===== src/rtl/ptw_pkg.sv =====
`timescale 1ns / 1ps
// ----------------------------------------------------------------------------
// ptw_pkg
// Shared widths, codes and control types of the four-level page table walker.
// ----------------------------------------------------------------------------
package ptw_pkg;

   localparam int TABLE_PAGES_DEF   = 64;
   localparam int ENTRIES_PER_TABLE = 512;
   localparam int IDX_W             = 9;

   localparam int OP_W       = 2;
   localparam int VA_W       = 48;
   localparam int PA_W       = 52;
   localparam int FLAGS_W    = 12;
   localparam int ENTRY_W    = 64;
   localparam int STATUS_W   = 2;
   localparam int ROOT_W     = 6;
   localparam int FFP_W      = 7;
   localparam int BASE_W     = 52;
   localparam int OFF_W      = 12;
   localparam int PFN_W      = ENTRY_W - OFF_W;
   localparam int BASE_PFN_W = BASE_W - OFF_W;
   localparam int LEVEL_W    = 2;

   localparam int REQ_DATA_W = ((VA_W + PA_W + FLAGS_W + 7) / 8) * 8;
   localparam int RSP_DATA_W = ENTRY_W;
   localparam int CSR_IDX_W  = 2;

   localparam logic [CSR_IDX_W-1:0] REG_TABLE_BASE = 2'd0;
   localparam logic [CSR_IDX_W-1:0] REG_ROOT_PAGE  = 2'd1;
   localparam logic [CSR_IDX_W-1:0] REG_FIRST_FREE = 2'd2;

   localparam logic [FFP_W-1:0] FIRST_FREE_RESET = 7'd1;

   localparam logic [OP_W-1:0] OP_MAP       = 2'd0;
   localparam logic [OP_W-1:0] OP_UNMAP     = 2'd1;
   localparam logic [OP_W-1:0] OP_TRANSLATE = 2'd2;

   localparam logic [STATUS_W-1:0] ST_OK      = 2'd0;
   localparam logic [STATUS_W-1:0] ST_ZERO    = 2'd1;
   localparam logic [STATUS_W-1:0] ST_FULL    = 2'd2;
   localparam logic [STATUS_W-1:0] ST_OUTSIDE = 2'd3;

   localparam logic [OFF_W-1:0]   DIR_FLAGS  = 12'h003;
   localparam logic [LEVEL_W-1:0] LEAF_LEVEL = 2'd3;

   // datapath actions, one per microcode step
   localparam int ACT_W = 5;
   localparam logic [ACT_W-1:0] ACT_NONE     = 5'd0;
   localparam logic [ACT_W-1:0] ACT_CLEAR    = 5'd1;
   localparam logic [ACT_W-1:0] ACT_LOAD     = 5'd2;
   localparam logic [ACT_W-1:0] ACT_START    = 5'd3;
   localparam logic [ACT_W-1:0] ACT_READ     = 5'd4;
   localparam logic [ACT_W-1:0] ACT_TAKE     = 5'd5;
   localparam logic [ACT_W-1:0] ACT_OFFSET   = 5'd6;
   localparam logic [ACT_W-1:0] ACT_DESCEND  = 5'd7;
   localparam logic [ACT_W-1:0] ACT_ALLOC    = 5'd8;
   localparam logic [ACT_W-1:0] ACT_ZERO     = 5'd9;
   localparam logic [ACT_W-1:0] ACT_LINK     = 5'd10;
   localparam logic [ACT_W-1:0] ACT_WR_LEAF  = 5'd11;
   localparam logic [ACT_W-1:0] ACT_CLR_LEAF = 5'd12;
   localparam logic [ACT_W-1:0] ACT_RESULT   = 5'd13;
   localparam logic [ACT_W-1:0] ACT_ST_ZERO  = 5'd14;
   localparam logic [ACT_W-1:0] ACT_ST_FULL  = 5'd15;
   localparam logic [ACT_W-1:0] ACT_ST_OUT   = 5'd16;
   localparam logic [ACT_W-1:0] ACT_RESP     = 5'd17;

   typedef struct packed {
      logic op_bad;
      logic root_bad;
      logic look_zero;
      logic map_absent;
      logic off_bad;
      logic not_leaf;
      logic is_map;
      logic is_unmap;
      logic full;
      logic zero_more;
      logic clr_more;
   } dp_flags_type;

endpackage


===== src/rtl/ptw_seq.sv =====
`timescale 1ns / 1ps
// ----------------------------------------------------------------------------
// ptw_seq
// Microcode sequencer: step counter, control ROM and jump condition select.
// ----------------------------------------------------------------------------
module ptw_seq (
   input  logic                        clock,
   input  logic                        reset,
   input  ptw_pkg::dp_flags_type       flags,
   input  logic                        req_valid,
   input  logic                        out_busy,
   output logic [ptw_pkg::ACT_W-1:0]   act
);
   import ptw_pkg::*;

   localparam int UPC_W  = 5;
   localparam int COND_W = 4;

   localparam logic [COND_W-1:0] C_ALWAYS     = 4'd0;
   localparam logic [COND_W-1:0] C_NEVER      = 4'd1;
   localparam logic [COND_W-1:0] C_NO_REQ     = 4'd2;
   localparam logic [COND_W-1:0] C_OP_BAD     = 4'd3;
   localparam logic [COND_W-1:0] C_ROOT_BAD   = 4'd4;
   localparam logic [COND_W-1:0] C_LOOK_ZERO  = 4'd5;
   localparam logic [COND_W-1:0] C_MAP_ABSENT = 4'd6;
   localparam logic [COND_W-1:0] C_OFF_BAD    = 4'd7;
   localparam logic [COND_W-1:0] C_NOT_LEAF   = 4'd8;
   localparam logic [COND_W-1:0] C_IS_MAP     = 4'd9;
   localparam logic [COND_W-1:0] C_IS_UNMAP   = 4'd10;
   localparam logic [COND_W-1:0] C_FULL       = 4'd11;
   localparam logic [COND_W-1:0] C_ZERO_MORE  = 4'd12;
   localparam logic [COND_W-1:0] C_CLR_MORE   = 4'd13;
   localparam logic [COND_W-1:0] C_OUT_BUSY   = 4'd14;
   localparam logic [COND_W-1:0] C_OUT_FREE   = 4'd15;

   localparam logic [UPC_W-1:0] S_CLEAR    = 5'd0;
   localparam logic [UPC_W-1:0] S_IDLE     = 5'd1;
   localparam logic [UPC_W-1:0] S_OPCHK    = 5'd2;
   localparam logic [UPC_W-1:0] S_ROOTCHK  = 5'd3;
   localparam logic [UPC_W-1:0] S_READ     = 5'd4;
   localparam logic [UPC_W-1:0] S_TAKE     = 5'd5;
   localparam logic [UPC_W-1:0] S_CHK_ZERO = 5'd6;
   localparam logic [UPC_W-1:0] S_CHK_PRES = 5'd7;
   localparam logic [UPC_W-1:0] S_DESC     = 5'd8;
   localparam logic [UPC_W-1:0] S_LVLCHK   = 5'd9;
   localparam logic [UPC_W-1:0] S_LEAF     = 5'd10;
   localparam logic [UPC_W-1:0] S_LEAF2    = 5'd11;
   localparam logic [UPC_W-1:0] S_XLAT     = 5'd12;
   localparam logic [UPC_W-1:0] S_MAP_WR   = 5'd13;
   localparam logic [UPC_W-1:0] S_UNMAP_WR = 5'd14;
   localparam logic [UPC_W-1:0] S_ALLOC    = 5'd15;
   localparam logic [UPC_W-1:0] S_ZERO     = 5'd16;
   localparam logic [UPC_W-1:0] S_LINK     = 5'd17;
   localparam logic [UPC_W-1:0] S_ERR_ZERO = 5'd18;
   localparam logic [UPC_W-1:0] S_ERR_FULL = 5'd19;
   localparam logic [UPC_W-1:0] S_ERR_OUT  = 5'd20;
   localparam logic [UPC_W-1:0] S_RESP     = 5'd21;
   localparam logic [UPC_W-1:0] S_HOLD     = 5'd22;

   typedef struct packed {
      logic [ACT_W-1:0]  act;
      logic [COND_W-1:0] cond;
      logic [UPC_W-1:0]  target;
   } ucode_type;

   function automatic ucode_type ucode_rom(input logic [UPC_W-1:0] addr);
      ucode_type w;
      unique case (addr)
         S_CLEAR:    w = '{ACT_CLEAR,    C_CLR_MORE,   S_CLEAR};
         S_IDLE:     w = '{ACT_LOAD,     C_NO_REQ,     S_IDLE};
         S_OPCHK:    w = '{ACT_START,    C_OP_BAD,     S_RESP};
         S_ROOTCHK:  w = '{ACT_NONE,     C_ROOT_BAD,   S_ERR_OUT};
         S_READ:     w = '{ACT_READ,     C_NEVER,      S_READ};
         S_TAKE:     w = '{ACT_TAKE,     C_NEVER,      S_TAKE};
         S_CHK_ZERO: w = '{ACT_OFFSET,   C_LOOK_ZERO,  S_ERR_ZERO};
         S_CHK_PRES: w = '{ACT_NONE,     C_MAP_ABSENT, S_ALLOC};
         S_DESC:     w = '{ACT_DESCEND,  C_OFF_BAD,    S_ERR_OUT};
         S_LVLCHK:   w = '{ACT_NONE,     C_NOT_LEAF,   S_READ};
         S_LEAF:     w = '{ACT_READ,     C_IS_MAP,     S_MAP_WR};
         S_LEAF2:    w = '{ACT_NONE,     C_IS_UNMAP,   S_UNMAP_WR};
         S_XLAT:     w = '{ACT_RESULT,   C_ALWAYS,     S_RESP};
         S_MAP_WR:   w = '{ACT_WR_LEAF,  C_ALWAYS,     S_RESP};
         S_UNMAP_WR: w = '{ACT_CLR_LEAF, C_ALWAYS,     S_RESP};
         S_ALLOC:    w = '{ACT_ALLOC,    C_FULL,       S_ERR_FULL};
         S_ZERO:     w = '{ACT_ZERO,     C_ZERO_MORE,  S_ZERO};
         S_LINK:     w = '{ACT_LINK,     C_ALWAYS,     S_CHK_ZERO};
         S_ERR_ZERO: w = '{ACT_ST_ZERO,  C_ALWAYS,     S_RESP};
         S_ERR_FULL: w = '{ACT_ST_FULL,  C_ALWAYS,     S_RESP};
         S_ERR_OUT:  w = '{ACT_ST_OUT,   C_ALWAYS,     S_RESP};
         S_RESP:     w = '{ACT_RESP,     C_OUT_FREE,   S_IDLE};
         S_HOLD:     w = '{ACT_NONE,     C_ALWAYS,     S_RESP};
         default:    w = '{ACT_NONE,     C_ALWAYS,     S_IDLE};
      endcase
      return w;
   endfunction

   logic [UPC_W-1:0] upc_ff;
   logic [UPC_W-1:0] upc_in;
   ucode_type        word;
   logic             take;

   assign word = ucode_rom(upc_ff);
   assign act  = word.act;

   always_comb begin
      unique case (word.cond)
         C_ALWAYS:     take = 1'b1;
         C_NEVER:      take = 1'b0;
         C_NO_REQ:     take = !req_valid;
         C_OP_BAD:     take = flags.op_bad;
         C_ROOT_BAD:   take = flags.root_bad;
         C_LOOK_ZERO:  take = flags.look_zero;
         C_MAP_ABSENT: take = flags.map_absent;
         C_OFF_BAD:    take = flags.off_bad;
         C_NOT_LEAF:   take = flags.not_leaf;
         C_IS_MAP:     take = flags.is_map;
         C_IS_UNMAP:   take = flags.is_unmap;
         C_FULL:       take = flags.full;
         C_ZERO_MORE:  take = flags.zero_more;
         C_CLR_MORE:   take = flags.clr_more;
         C_OUT_BUSY:   take = out_busy;
         C_OUT_FREE:   take = !out_busy;
         default:      take = 1'b0;
      endcase
      upc_in = take ? word.target : upc_ff + 1'b1;
   end

   always_ff @(posedge clock) begin
      if (reset) begin
         upc_ff <= S_CLEAR;
      end else begin
         upc_ff <= upc_in;
      end
   end

endmodule


===== config.mk =====
export PLATFORM = sky130hd
export DESIGN_NAME = ptw_seq
export DESIGN_NICKNAME = d
export VERILOG_FILES = /design/src/rtl/ptw_pkg.sv /design/src/rtl/ptw_seq.sv
export SDC_FILE = /design/constraint.sdc
export NUM_CORES = 1
export LEC_CHECK = 0
export BUFFER_PORTS_ARGS = -buffer_cell sky130_fd_sc_hd__clkbuf_2
export CAP_MARGIN = 20
export CORE_MARGIN = 2
export CORE_UTILIZATION = 54
export DETAILED_ROUTE_END_ITERATION = 8
export PLACE_DENSITY = 0.75
export SETUP_SLACK_MARGIN = 0.5
export SYNTH_ARGS = -nofsm -noshare
export SYNTH_HDL_FRONTEND = slang
export SYNTH_SLANG_ARGS = --single-unit

===== constraint.sdc =====
create_clock -name clock -period 3.41 [get_ports clock]
set_input_delay 0.682 -clock clock [delete_from_list [all_inputs] [get_ports clock]]
set_output_delay 0.682 -clock clock [all_outputs]
set_load 0.005 [all_outputs]

==> flow_summary.ini <==
[run_status]
status = finished clean

[sta]
setup_viol_count_final = 0
maxSlewViolCount = 0
hold_viol = 0
clock_skew_ns = 0.00476
rsz0062_at_grt = no
setup_tns_ns = 0
post-route-period-util = 0.836
period_minus_slack_ns = 2.85
max_freq_mhz = 351
worstMarginPinSlew_ns = 0.504
slew_headroom = 0.664

[cells_and_area]
syn_to_final_growth_pct = 12.2
final_cell_area_um2 = 1540
antenna_cells = 0
fillers = 203
drive_above_1_share = 0.347
fin_nets = 189
utilization = 0.631

[floorplan]
ios = 20
core_area_um2 = 2430
rows = 18
die_y_um = 54.3
die_area_um2 = 2950
start_util = 0.563
die_w_um = 54.3

[yosys]
synthMuxAreaShare = 0.0695
synthCells = 153
synth-simple-area-share = 0.221
synth_compound_area_frac = 0.234
synth_fa_ha_area_frac = 0.0548
synth_edf_count = 0
synth_top_cell_by_area = dfxtp_1
ys_top_cells_by_area = dfxtp_1 (28%), ha_1 (5.5%), buf_6 (4.9%)
synth_top_family_by_area = compound AO/OA/AOI/OAI gates
synth_top_flop_cell = dfxtp_1
ys_types = 51
synth_seq_cells = 19
synthesis.area_um2 = 1370
syn-num-nets = 174
yosys_warnings = 0
synth-seq-area-share = 0.278
synthArstFlopShare = 0
synth-xor-area-share = 0.0256
yosysTopAreaCellShare = 0.278
syn_avg_cell_area_um2 = 8.95

[clock_tree]
ctsHtreeMaxLevel = 1
clock_latency_ns = 0.30
clock-sinks = 19
root_buffer = clkbuf_4
clk_path_buf_depth = 2
clkTransAtPathRegs_ns = 0.10
cts_buffers = 3
cts_tree = yes

[placed_design]
port_buffers = 19
placed_area_um2 = 1450
place.gp.congestion = 0.971
dp_hpwl_um = 2250

[grt]
track_usage = 0.236
antenna_found_initial = 0
grt_max_degree = 26
grt_pass1_vias = 1130
grt_pass1_wl_um = 4960
grt_overflow_total = 0

[worst_setup_path]
rrSetupSlack_ns = 0.57
crit_fanout = 8
cp.required_ns = 3.61
worst-endpoint-arrival_ns = 3.05
setup.worst_path.start = flags[5]
r2r_end = word[10]
r2r-start = word[6]
r2r_cells = 11
crit_type = primary input to register
end_kind = register
crit_path_start_kind = primary input

[routing]
drt-initial-drc-count = 48
firstDrtPassIters = 4
drc = 0
wl_per_cell_um = 15.0
vias = 1165
vias_per_cell = 5.91
routed_wirelength_um = 2950
drtAntennaViolNets = 0

[min_path]
hp-start = reset
holdPathStages = 2
min_to = upc_ff[1]
hp-class = primary input to register

[flow_run]
drv_cap = 0
[through the flow]
| step | setup slack [ns] | hold WS, ns | std cells |
|---|---|---|---|
| 2_1_floorplan | 0.424 | 0.527 | 153 |
| 3_3_place_gp | 0.222 | 0.572 | 192 |
| 3_5_place_dp | 0.174 | 0.558 | 192 |
| 4_1_cts | 0.512 | 0.609 | 196 |
| 5_1_grt | 0.487 | 0.715 | 197 |
| 6_report | 0.558 | 0.711 | 197 |
[Yosys cell counts, drive strengths merged, types with 2 or more instances]
library cell	count
a2111oi	2
a211o	6
a211oi	3
a21o	3
a21oi	5
a31oi	3
and2	3
buf	14
dfxtp	19
ha	6
inv	9
mux2	2
mux2i	2
mux4	2
nand2	14
nand2b	4
nand3	7
nor2	10
nor3	7
nor3b	5
o21ai	4
o22ai	3
o311ai	2
or2	3
xnor2	2
xor2	2
[critical path, cell delays in order]
cell and delay (ns):
clkbuf_2 0.09, mux2_4 0.25, mux4_2 0.47, or2_4 0.27, nand2_8 0.09, mux2i_4 0.27, nor2_4 0.09, buf_6 0.16
ha_4 0.17, and2_4 0.14, a211o_1 0.22, and4_1 0.14
[cell type report]
cell class,instances,area (um2),share of cell area
inverter,9,42.5,0.0277
clock buffer,3,22.5,0.0147
timing repair buffer,25,144,0.0937
sequential,19,384,0.250
tap,30,37.5,0.0244
clock inverter,1,5.00,0.00326
multi-input combinational,110,900,0.586
[logic make-up after synthesis]
family / after synthesis
and+or+nand+nor: 56
DFF: 19
AOI/OAI and AO/OA: 38
buffers and inverters: 24
xor gates and xnor gates: 4
muxes: 6
adders and majority gates: 6
[worst max path at each step]
stage	slack, ns	cells past startpoint	endpoint
after floorplan	0.42	11	word[10]
after global placement	0.22	13	word[5]
after detailed placement	0.17	12	word[10]
after CTS	0.51	11	word[10]
after global routing	0.49	11	word[10]
final	0.56	12	word[10]
[metal layers]
layer  GRT usage  vias to the layer above  wire [um]  part of all wire
li1            -                      572          -                 -
met1       0.298                      527       1170              0.40
met2       0.392                       59       1460              0.50
met3      0.0383                        7        240             0.081
met4       0.108                        0         71             0.024
met5           0                        -          0                 0
[cell usage in the layout (no fill, tap or decap), drive strengths merged, types with 2 or more instances in the layout]
| master | count |
|---|---|
| o21ai | 4 |
| mux2 | 2 |
| a211oi | 3 |
| mux4 | 2 |
| xor2 | 2 |
| nand3 | 7 |
| a2111oi | 2 |
| and2 | 3 |
| nor3 | 7 |
| a21oi | 5 |
| o311ai | 2 |
| nor2 | 10 |
| a21o | 3 |
| nor3b | 5 |
| nand2 | 14 |
| xnor2 | 2 |
| clkbuf | 22 |
| mux2i | 2 |
| a211o | 6 |
| inv | 8 |
| o22ai | 3 |
| a31oi | 3 |
| ha | 6 |
| or2 | 3 |
| buf | 6 |
| dfxtp | 19 |
| nand2b | 4 |
[sequential cells by signal (all words and copies together), names as in the netlist]
signal,count
upc_ff,5
word,14
[timing repair]
action	4_1_cts	5_1_grt
buffers inserted	0	1
gates resized for setup	4	5
cloned	0	0
pin swaps	0	2
hold buffers	0	0
setup endpoints to repair	8	9
Power is left out: the tool's default activity adds up to more than one toggle a clock period on the data nets, which glitch-free logic cannot reach.
